## config.mk

```make
export PLATFORM = sky130hd
export DESIGN_NAME = sorted_timer_event_queue
export DESIGN_NICKNAME = d
export VERILOG_FILES = /design/src/sv/stq_pkg.sv /design/src/sv/stq_cell.sv /design/src/sv/sorted_timer_event_queue.sv
export SDC_FILE = /design/constraint.sdc
export NUM_CORES = 2
export LEC_CHECK = 0
export BUFFER_PORTS_ARGS = -buffer_cell sky130_fd_sc_hd__buf_4
export CORE_AREA = 2 2 404 406
export CTS_CLUSTER_DIAMETER = 150
export DETAILED_ROUTE_END_ITERATION = 16
export DIE_AREA = 0 0 406 408
export GPL_TIMING_DRIVEN = 0
export PLACE_DENSITY = 0.8
export SLEW_MARGIN = 30
export SYNTH_ARGS = -nofsm -noshare
export SYNTH_HDL_FRONTEND = slang
export SYNTH_SLANG_ARGS = --single-unit
```

## constraint.sdc

```tcl
create_clock -name clk -period 10.2 [get_ports clk]
set_clock_uncertainty 0.1 [all_clocks]
set_input_delay 2.04 -clock clk [delete_from_list [all_inputs] [get_ports clk]]
set_output_delay 2.04 -clock clk [all_outputs]
set_load 0.05 [all_outputs]
```

## src/sv/stq_pkg.sv

```systemverilog
// Shared types, sizes and codes for the sorted timer event queue.
// Used by the cell row, the top level and the port checker; depends on nothing.
package stq_pkg;

  localparam int QUEUE_DEPTH = 16;
  localparam int KIND_BITS   = 4;
  localparam int CODE_BITS   = 8;
  localparam int DL_BITS     = 64;
  localparam int CNT_BITS    = $clog2(QUEUE_DEPTH + 1);
  localparam int STATUS_BITS = 3;
  localparam int CMD_BITS    = 2;

  localparam logic [CNT_BITS-1:0] FULL_CNT = CNT_BITS'(QUEUE_DEPTH);

  localparam logic [CMD_BITS-1:0] CMD_ADD  = 2'd0;
  localparam logic [CMD_BITS-1:0] CMD_PEEK = 2'd1;
  localparam logic [CMD_BITS-1:0] CMD_POLL = 2'd2;

  localparam logic [STATUS_BITS-1:0] STATUS_EMPTY   = 3'd0;
  localparam logic [STATUS_BITS-1:0] STATUS_SHOWN   = 3'd1;
  localparam logic [STATUS_BITS-1:0] STATUS_EXPIRED = 3'd2;
  localparam logic [STATUS_BITS-1:0] STATUS_ADDED   = 3'd3;
  localparam logic [STATUS_BITS-1:0] STATUS_FULL    = 3'd4;

  typedef logic [2:0] cell_op_t;

  localparam cell_op_t OP_HOLD  = 3'd0;
  localparam cell_op_t OP_MATCH = 3'd1;
  localparam cell_op_t OP_DROP  = 3'd2;
  localparam cell_op_t OP_CMP   = 3'd3;
  localparam cell_op_t OP_INS   = 3'd4;
  localparam cell_op_t OP_POP   = 3'd5;

  typedef struct packed {
    logic [DL_BITS-1:0]   deadline;
    logic [KIND_BITS-1:0] kind;
    logic [CODE_BITS-1:0] code;
  } entry_t;

  typedef struct packed {
    cell_op_t op;
    entry_t   new_entry;
  } cell_ctl_t;

endpackage

```

## src/sv/stq_cell.sv

```systemverilog
// One slot of the sorted timer row: holds an entry and a flag bit.
// Depends on stq_pkg for the entry type and the cell operation codes.
module stq_cell (
  input  logic              clk,
  input  stq_pkg::cell_ctl_t ctl,
  input  logic              occ,
  input  logic              drop_en,
  input  logic              prev_flag,
  input  stq_pkg::entry_t   prev_entry,
  input  stq_pkg::entry_t   next_entry,
  output stq_pkg::entry_t   entry,
  output logic              flag
);
  import stq_pkg::*;

  always_ff @(posedge clk) begin
    case (ctl.op)
      OP_MATCH: begin
        flag <= occ && (entry.kind == ctl.new_entry.kind) &&
                (entry.code == ctl.new_entry.code);
      end
      OP_DROP: begin
        if (drop_en) begin
          entry <= next_entry;
        end
      end
      OP_CMP: begin
        flag <= !occ || (entry.deadline > ctl.new_entry.deadline);
      end
      OP_INS: begin
        if (prev_flag) begin
          entry <= prev_entry;
        end else if (flag) begin
          entry <= ctl.new_entry;
        end
      end
      OP_POP: begin
        entry <= next_entry;
      end
      default: begin
      end
    endcase
  end

endmodule

```

## src/sv/sorted_timer_event_queue.sv

```systemverilog
// Top level of the sorted timer event queue: sequencer and the row of slot cells.
// Depends on stq_pkg and stq_cell.
//
// Usage: one command word enters on the cmd channel (cmd_valid, cmd_stall) and
// exactly one result word leaves on the res channel (res_valid, res_stall).
// Commands: add a timer, peek at the head, or poll the head against now_time.
// The queue is a row of QUEUE_DEPTH cells kept in deadline order; every cell
// moves data to or from its neighbors in the same cycle, so the time each step
// of a command takes does not depend on how many entries are pending.
// Steps from acceptance to res_valid: match, remove, compare, insert and result
// for add; head and result for peek and poll.
// A new command is taken only once the sequencer has returned to idle, so the
// block does not accept a command while an earlier one is still in progress.
// The result sits in an output register; while the receiver stalls, the block
// still accepts and processes the next command, then holds its result in the
// sequencer with cmd_stall high until the output register frees up.
// Reset empties the queue at once (the pending count goes to zero); slot
// contents are not cleared because only slots below the count are ever read.
module sorted_timer_event_queue (
  input  logic                             clk,
  input  logic                             rst,
  input  logic                             cmd_valid,
  output logic                             cmd_stall,
  input  logic [stq_pkg::CMD_BITS-1:0]     cmd,
  input  logic [stq_pkg::DL_BITS-1:0]      deadline,
  input  logic [stq_pkg::KIND_BITS-1:0]    timer_kind,
  input  logic [stq_pkg::CODE_BITS-1:0]    timer_code,
  input  logic [stq_pkg::DL_BITS-1:0]      now_time,
  output logic                             res_valid,
  input  logic                             res_stall,
  output logic [stq_pkg::STATUS_BITS-1:0]  status,
  output logic [stq_pkg::DL_BITS-1:0]      head_deadline,
  output logic [stq_pkg::KIND_BITS-1:0]    head_kind,
  output logic [stq_pkg::CODE_BITS-1:0]    head_code,
  output logic [stq_pkg::CNT_BITS-1:0]     pending_count
);
  import stq_pkg::*;

  localparam logic [2:0] S_IDLE  = 3'd0;
  localparam logic [2:0] S_MATCH = 3'd1;
  localparam logic [2:0] S_DROP  = 3'd2;
  localparam logic [2:0] S_CMP   = 3'd3;
  localparam logic [2:0] S_INS   = 3'd4;
  localparam logic [2:0] S_HEAD  = 3'd5;
  localparam logic [2:0] S_DONE  = 3'd6;

  logic [2:0]             state;
  logic [CNT_BITS-1:0]    count;
  logic [CMD_BITS-1:0]    cmd_r;
  entry_t                 req;
  logic [DL_BITS-1:0]     now_r;
  logic [STATUS_BITS-1:0] fin_status;
  entry_t                 fin_head;

  cell_ctl_t              ctl;
  entry_t                 cell_entry [QUEUE_DEPTH];
  logic [QUEUE_DEPTH-1:0] flag_vec;
  logic [QUEUE_DEPTH-1:0] occ;
  logic [QUEUE_DEPTH-1:0] drop_en;

  logic accept;
  logic out_free;
  logic pop_now;

  assign cmd_stall = (state != S_IDLE);
  assign accept    = cmd_valid && !cmd_stall;
  assign out_free  = !res_valid || !res_stall;
  assign pop_now   = (cmd_r == CMD_POLL) && (count != '0) &&
                     (cell_entry[0].deadline < now_r);

  always_comb begin
    ctl.op        = OP_HOLD;
    ctl.new_entry = req;
    case (state)
      S_MATCH: ctl.op = OP_MATCH;
      S_DROP:  ctl.op = OP_DROP;
      S_CMP:   ctl.op = OP_CMP;
      S_INS: begin
        if (count != FULL_CNT) begin
          ctl.op = OP_INS;
        end
      end
      S_HEAD: begin
        if (pop_now) begin
          ctl.op = OP_POP;
        end
      end
      default: ctl.op = OP_HOLD;
    endcase
  end

  for (genvar i = 0; i < QUEUE_DEPTH; i++) begin : g_cell
    entry_t prev_e;
    entry_t next_e;
    logic   prev_f;

    assign occ[i]     = (CNT_BITS'(i) < count);
    assign drop_en[i] = |flag_vec[i:0];

    if (i == 0) begin : g_first
      assign prev_e = '0;
      assign prev_f = 1'b0;
    end else begin : g_mid
      assign prev_e = cell_entry[i-1];
      assign prev_f = flag_vec[i-1];
    end

    if (i == QUEUE_DEPTH - 1) begin : g_last
      assign next_e = '0;
    end else begin : g_inner
      assign next_e = cell_entry[i+1];
    end

    stq_cell u_cell (
      .clk        (clk),
      .ctl        (ctl),
      .occ        (occ[i]),
      .drop_en    (drop_en[i]),
      .prev_flag  (prev_f),
      .prev_entry (prev_e),
      .next_entry (next_e),
      .entry      (cell_entry[i]),
      .flag       (flag_vec[i])
    );
  end

  always_ff @(posedge clk) begin
    if (rst) begin
      state     <= S_IDLE;
      count     <= '0;
      res_valid <= 1'b0;
    end else begin
      case (state)
        S_IDLE: begin
          if (accept) begin
            state <= (cmd == CMD_ADD) ? S_MATCH : S_HEAD;
          end
        end
        S_MATCH: state <= S_DROP;
        S_DROP: begin
          if (|flag_vec) begin
            count <= count - CNT_BITS'(1);
          end
          state <= S_CMP;
        end
        S_CMP: state <= S_INS;
        S_INS: begin
          if (count != FULL_CNT) begin
            count <= count + CNT_BITS'(1);
          end
          state <= S_DONE;
        end
        S_HEAD: begin
          if (pop_now) begin
            count <= count - CNT_BITS'(1);
          end
          state <= S_DONE;
        end
        S_DONE: begin
          if (out_free) begin
            state <= S_IDLE;
          end
        end
        default: state <= S_IDLE;
      endcase

      if (state == S_DONE && out_free) begin
        res_valid <= 1'b1;
      end else if (!res_stall) begin
        res_valid <= 1'b0;
      end
    end
  end

  always_ff @(posedge clk) begin
    if (accept) begin
      cmd_r        <= cmd;
      req.deadline <= deadline;
      req.kind     <= timer_kind;
      req.code     <= timer_code;
      now_r        <= now_time;
    end

    if (state == S_INS) begin
      fin_status <= (count != FULL_CNT) ? STATUS_ADDED : STATUS_FULL;
      fin_head   <= '0;
    end

    if (state == S_HEAD) begin
      if (count == '0) begin
        fin_status <= STATUS_EMPTY;
        fin_head   <= '0;
      end else begin
        fin_status <= pop_now ? STATUS_EXPIRED : STATUS_SHOWN;
        fin_head   <= cell_entry[0];
      end
    end

    if (state == S_DONE && out_free) begin
      status        <= fin_status;
      head_deadline <= fin_head.deadline;
      head_kind     <= fin_head.kind;
      head_code     <= fin_head.code;
      pending_count <= count;
    end
  end

endmodule

```

Word-level counts from Yosys, hierarchy flattened
Cells that the tools add are included.
{ "op_classes": {"n_mux": 100, "eq_ne": 83, "n_reduce_logical": 115, "order_cmp": 33, "add_sub_neg": 2} }
{ "op_table": {"columns": ["cell", "n"], "rows": [
  ["two-way mux 76 bit", 50],
  ["case mux 76 bit (3 select lines)", 16],
  ["greater-than comparator 64 bit", 16],
  ["equality test 8 bit", 16],
  ["equality test 4 bit", 16],
  ["< comparator 64 bit", 1],
  ["AND reduction 3 bit", 16],
  ["inequality test 3 x 1 -> 1 bit (second input constant)", 15],
  ["< comparator 4 x 5 -> 1 bit (first input constant)", 8],
  ["inequality test 2 x 1 -> 1 bit (second input constant)", 19],
  ["logical AND 1 bit", 36],
  ["case mux 1 bit (2 select lines)", 16],
  ["two-way mux 3 bit", 8],
  ["< comparator 3 x 5 -> 1 bit (first input constant)", 4],
  ["zero test 1 bit", 19],
  ["case mux 3 bit (6 select lines)", 1],
  ["logical OR 1 bit", 17],
  ["OR reduction 16 bit", 1],
  ["equality test 3 bit (second input constant)", 5],
  ["two-way mux 5 bit", 3],
  ["case mux 3 bit (5 select lines)", 1],
  ["case mux 5 bit (3 select lines)", 1],
  ["OR reduction 15 bit", 1],
  ["OR reduction 14 bit", 1],
  ["31 further kinds", 46]
]} }
{ "word_totals": {"regBits": 1546, "word_cells": 414, "in_bits": 146} }

Depth between registers and ports, before layout
{ "depth": {"depth_word": 8, "mapped_depth": 11, "depth_no_buf": 10} }

By module
From an unflattened synthesis, not the netlist that was laid out.
{ "hier_totals": {"hier_cells": 10144, "area_unflattened_um2": 103161.4} }
{ "modules_own_cells": {"columns": ["module", "n_inst", "cells_each", "area_each_um2"], "rows": [
  ["stq_cell", 16, 586, 5680.4],
  ["sorted_timer_event_queue", 1, 768, 12274.3]
]} }

Worst setup path after synthesis
No wires, ideal clock.
{ "synth_path": {"kind": "flip-flop to flip-flop", "from": "register g_cell[0].u_cell.entry[47] (netlist name)", "to": "register g_cell[8].u_cell.entry[0] (netlist name) (enable)", "setup_ns": 0.647, "t_arrival_ns": 8.049, "path_buffers": 1, "stages_incl_launch_ff": 11, "required_time_ns": 9.453, "slack_ns": 1.403, "cell_sequence": "edfxtp_1 -> ha_1 -> a21oi_1 -> o21ai_1 -> a221oi_1 -> nor4_2 -> a2111oi_4 -> a211oi_2 -> or2_1 -> buf_6 -> a311oi_1"} }
{ "synth_via": {"elab_chain_cells": 7, "word_cells_on_any_way": 11} }
{ "synth_rtl": {"columns": ["item", "line", "source"], "rows": [
  ["start: declaration", "stq_cell.sv:11", "output stq_pkg::entry_t entry,"],
  ["start signal: assignment", "stq_cell.sv:24", "entry <= next_entry;"],
  ["start signal: assignment", "stq_cell.sv:32", "entry <= prev_entry;"],
  ["start signal: assignment", "stq_cell.sv:34", "entry <= ctl.new_entry;"],
  ["< comparator 64 bit *", "sorted_timer_event_queue.sv:69", "(cell_entry[0].deadline < now_r);"],
  ["logical AND 1 bit *", "sorted_timer_event_queue.sv:68", "assign pop_now = (cmd_r == CMD_POLL) && (count != '0) &&"],
  ["two-way mux 3 bit *", "sorted_timer_event_queue.sv:84", "if (pop_now) begin"],
  ["case mux 3 bit (5 select lines) *", "sorted_timer_event_queue.sv:74", "case (state)"],
  ["equality test 3 bit / equality test 3 x 2 -> 1 bit (equally long branches)", "stq_cell.sv:17", "case (ctl.op)"],
  ["inequality test 3 x 1 -> 1 bit (no source line), or another cell as far along", null, null],
  ["AND reduction 3 bit (no source line) *", null, null],
  ["end signal: assignment", "stq_cell.sv:24", null],
  ["end signal: assignment", "stq_cell.sv:32", null],
  ["end signal: assignment", "stq_cell.sv:34", null],
  ["end: declaration", "stq_cell.sv:11", null]
]} }
Mark *: on every way between the ends. The rest lies on a longest branch, timed or not.
A chain may end at the register's enable or synchronous reset.

Final worst setup path
{ "layout_path": {"from": "register g_cell[0].u_cell.entry[71] (netlist name)", "to": "register g_cell[2].u_cell.entry[23] (netlist name) (enable)"} }
{ "layout_via": {"elab_chain_cells": 7, "word_cells_on_any_way": 11} }
{ "layout_rtl": {"columns": ["item", "line"], "rows": [
  ["< comparator 64 bit *", "sorted_timer_event_queue.sv:69"],
  ["logical AND 1 bit *", "sorted_timer_event_queue.sv:68"],
  ["two-way mux 3 bit *", "sorted_timer_event_queue.sv:84"],
  ["case mux 3 bit (5 select lines) *", "sorted_timer_event_queue.sv:74"],
  ["equality test 3 bit / equality test 3 x 2 -> 1 bit (equally long branches)", "stq_cell.sv:17"],
  ["inequality test 3 x 1 -> 1 bit (no source line), or another cell as far along", null],
  ["AND reduction 3 bit (no source line) *", null],
  ["end signal: assignment", "stq_cell.sv:24"],
  ["end signal: assignment", "stq_cell.sv:32"],
  ["end signal: assignment", "stq_cell.sv:34"],
  ["end: declaration", "stq_cell.sv:11"]
]} }
Marked as above.

==> summary.md <==
| Metric | Value |
|---|---|
| Outcome | `finished, final reports clean` |
| WL per Instance | `approximately 32 um` |
| CP arrival | `~7.5 ns` |
| TritonRoute pass-1 iters | `7` |
| Min-Delay Endpoint | `head_deadline[58]` |
| Total power per unit cell area | `just over 400 mW/mm2` |
| Remaining Overflow, GRT | `0` |
| H-tree levels | `4` |
| Boundary pin count | `around 230` |
| Post-synth ARST share | `0%` |
| Min-Delay Path Class | `register to register` |
| # rows | `approximately 150` |
| Met1 Usage GRT | `between 50% and 60%` |
| Vias in the first global route | `78656` |
| Max Slew Vio Count | `0` |
| Largest fanout on the critical path | `9` |
| Clock-pin slew on the worst setup and hold paths | `0.06 ns` |
| LEAKAGE | `about 46 nW` |
| Period utilization | `69.3%` |
| Worst Path Buf+Inv | `10` |
| Syn Area/Cell | `approximately 11 um2` |
| Worst Tran Pin Value | `1.23 ns` |
| Synthesized flop and latch total | `1546` |
| Setup crit start kind | `register` |
| DRC Markers | `0` |
| Worst vdd ir | `roughly 0.33 mV` |
| Crit path largest cell delay | `between 0.7 and 0.8 ns` |
| Setup TNS | `0 ns` |
| Die Y-Extent | `408 um` |
| Post-synth EDFFs | `1537` |
| Share of the synthesized area in the top cell type | `47.1%` |
| Ratio of cells with drive above 1 in the final layout | `roughly 8.9%` |
| Routed wire length | `roughly 380 mm` |
| Crit path max-delay family | `simple AND/OR/NAND/NOR gates` |
| Relative slew slack | `approximately 17%` |
| Most Crowded Layer GR | `met2` |
| Worst Setup Path Type | `register to register` |
| Largest net degree at the start of global routing | `50` |
| P_sw | `about 0.021 W` |
| Most frequent cells after synthesis | `edfxtp_1 (1537), a21oi_1 (1338), nor2_1 (1303)` |
| Post-CTS Setup Bufs | `0` |
| Core area | `0.162 mm2` |
| First-pass GRT wire length | `between 500 and 600 mm` |
| Filler cells | `12041` |
| Dpl hpwl | `295 mm` |
| Met3 Use GR | `between 10 and 15%` |
| Area of the mapped netlist | `0.0981 mm2` |
| Fin. Hold Viols | `0` |
| Hold Buf Count CTS | `0` |
| Iter 0 DRT Violations | `12844` |
| CP Cell Sequence | `ha_1 > nand3_1 > nor4_1 > nand4b_1 > nor2_1 > o31ai_4 > buf_6 > and2_0 > buf_2 > o211a_2 > nor3_2 > buf_4 > buf_4 > buf_4 > buf_4 > buf_4 > buf_4 > buf_4 > buf_4` |
| Top cells by area, synth | `edfxtp_1 (47%), ha_1 (14%), mux2i_1 (12%), a21oi_1 (6.8%), nor2_1 (5.0%)` |
| Via total after detailed routing | `around 83000` |
| Fin crit period | `7.07 ns` |
| Avg Vias per Cell | `6.94` |
| Most numerous cell in the Yosys netlist | `edfxtp_1` |
| Die area | `~0.17 mm2` |
| Initial core utilization | `about three fifths` |
| PortBufs | `around 230` |
| Initial antenna violation count | `28` |
| Total clock sinks | `1546` |
| CTS max path bufs | `3` |
| RR Startpoint | `g_cell[0].u_cell.entry[71]` |
| Met2 Use GR | `62.8%` |
| Root Buffer | `clkbuf_16` |
| CTS tree | `yes` |
| Chip Width | `around 400 um` |
| Comb pwr share | `around half` |
| Syn Nets | `10259` |
| Routed Antenna Nets | `0` |
| Hold Crit Start | `fin_head[70]` |
| CP most frequent cell | `buf_4` |
| Critical Path RT | `around 11 ns` |
| Area Growth Syn to Fin | `13.0%` |
| Hold Crit Depth | `0` |
| Synth warn | `0` |
| Slowest library cell on the worst path | `nor4_1` |
| Mapped Cells | `around 9000` |
| Sequential cell fraction of total power | `a little over a third` |
| Clock power share | `between 10% and 20%` |
| RePlAce Congestion | `between 1 and 1.5` |
| Sw Share | `a little under half` |
| Area leader, netlist | `edfxtp_1` |
| Register-to-Register Path Depth | `19` |
| Final-report setup violation count | `0` |
| Max_cap viols | `0` |
| Total GRT Usage | `around 45%` |
| Hold Slack | `0.314 ns` |
| Post-CTS Resized | `0` |
| RSZ-0062 raised after global routing | `no` |
| Sequential share of the synthesized area | `between 40 and 50%` |
| Total CTS buffers | `between 150 and 200` |
| Reg2reg end | `g_cell[2].u_cell.entry[23]` |
| Skew-Pair Late Insertion Delay | `between 0.8 and 0.9 ns` |
| Final #Nets | `10801` |
| Yosys cell types | `76` |
| Internal | `between 0.02 and 0.025 W` |
| CP Capture Type | `register` |
| Worst reg-to-reg setup slack | `around 3.1 ns` |
| Fmax | `0.141 GHz` |
| Top FF cell, synth | `edfxtp_1` |
==> through the flow <==
stage | setup slack (ns) | instances | util (%) | instance area (um2) | total power, W
finish | 3.13 | 11925 | 68.5 | 111000 | 0.0446
global route | 3.21 | 11880 | 68.5 | 111000 | 0.0463
CTS | 3.25 | 11874 | 68.4 | 111000 | 0.0434
detailed placement | 3.27 | 11563 | 65.0 | 105000 | 0.0370
global placement | -5.57 | 11426 | 63.4 | 103000 | 0.0346
floorplan | 1.40 | 9020 | - | 98100 | 0.0280
==> sequential cells by signal, indices dropped and copies added, names as in the netlist <==
register             count
state                    3
res_valid                1
now_r                   64
pending_count            5
head_code                8
fin_status               3
g_cell.u_cell.flag      16
count                    5
head_deadline           64
head_kind                4
fin_head                76
status                   3
g_cell.u_cell.entry   1216
cmd_r                    2
ctl                     76
==> metal layers <==
layer | vias to the layer above | wire (um)
li1 | 35108 | -
met1 | 39974 | 137000
met2 | 6410 | 156000
met3 | 1215 | 54000
met4 | 10 | 31600
met5 | - | 66
==> power groups by stage <==
stage / sequential (W) / combinational (W) / clock (W)
after floorplan: 0.0151 / 0.0130 / 0
after global placement: 0.0164 / 0.0182 / 0
after detailed placement: 0.0157 / 0.0213 / 0
after CTS: 0.0156 / 0.0215 / 0.00632
after global routing: 0.0160 / 0.0238 / 0.00655
final: 0.0158 / 0.0224 / 0.00638
==> cell usage in the layout (no fill, tap or decap), types with 29 or more instances in the layout <==
cell type / Yosys / layout
edfxtp_1: 1537 / 1537
a21oi_1: 1338 / 1335
nor2_1: 1303 / 1300
mux2i_1: 1141 / 1141
ha_1: 1093 / 1092
clkbuf_1: 427 / 385
a21o_1: 312 / 312
buf_4: 0 / 254
nand4_1: 248 / 248
o21ai_0: 243 / 236
nand2_1: 223 / 222
clkbuf_16: 0 / 171
inv_1: 167 / 166
buf_2: 95 / 106
xor2_1: 100 / 100
xnor2_1: 92 / 92
and3_1: 89 / 88
nand3_1: 74 / 74
clkbuf_2: 0 / 64
nor2b_1: 64 / 64
nor3_1: 59 / 56
buf_6: 1 / 55
nor4_1: 64 / 51
diode_2: 0 / 49
clkinv_1: 1 / 39
clkinv_2: 0 / 38
buf_16: 0 / 34
o21a_1: 34 / 30
a211oi_1: 33 / 29
==> worst register-to-register path, delay by kind of cell (launching register included) <==
kind | cells | cell delay [ns]
simple gates | 6 | 2.96
buf+inv | 10 | 2.23
compound gates | 2 | 0.68
flops | 1 | 0.47
fa+ha+maj | 1 | 0.34
==> final cells by class <==
cell class,count,area (um2),area share [%]
diodes,49,123,0.111
well taps,2175,2720,2.46
repair buffers,370,3890,3.51
multi-input cells,6768,49300,44.5
inverters,168,631,0.569
clock inverters,117,1140,1.03
plain buffers,538,2240,2.02
clock buffers,194,4380,3.95
flip-flops and latches,1546,46300,41.8
==> worst max path at each step <==
stage / start / slack [ns] / endpoint / cells past startpoint
2_1_floorplan: g_cell[0].u_cell.entry[47] / 1.40 / g_cell[8].u_cell.entry[0] / 10
3_3_place_gp: g_cell[0].u_cell.entry[37] / -5.57 / g_cell[8].u_cell.entry[31] / 10
3_5_place_dp: g_cell[0].u_cell.entry[71] / 3.27 / g_cell[2].u_cell.entry[22] / 18
4_1_cts: g_cell[0].u_cell.entry[71] / 3.25 / g_cell[2].u_cell.entry[26] / 18
5_1_grt: g_cell[0].u_cell.entry[71] / 3.21 / g_cell[2].u_cell.entry[23] / 18
6_report: g_cell[0].u_cell.entry[71] / 3.13 / g_cell[2].u_cell.entry[23] / 19
==> kinds of logic (layout without fill, tap and decap cells) <==
logic type | Yosys count | after routing | synth area share [%]
buffers and inverters | 706 | 1387 | 2.83
XOR/XNOR | 192 | 192 | 1.71
multiplexers | 1144 | 1144 | 11.7
AND/OR/NAND/NOR | 2202 | 2202 | 10.1
flip-flops | 1546 | 1546 | 47.2
AO/OA/AOI/OAI | 2137 | 2137 | 12.5
other | 0 | 49 | 0
adder cells (fa/ha/maj) | 1093 | 1093 | 13.9
Note: power is estimated with default switching activity, not from simulation.
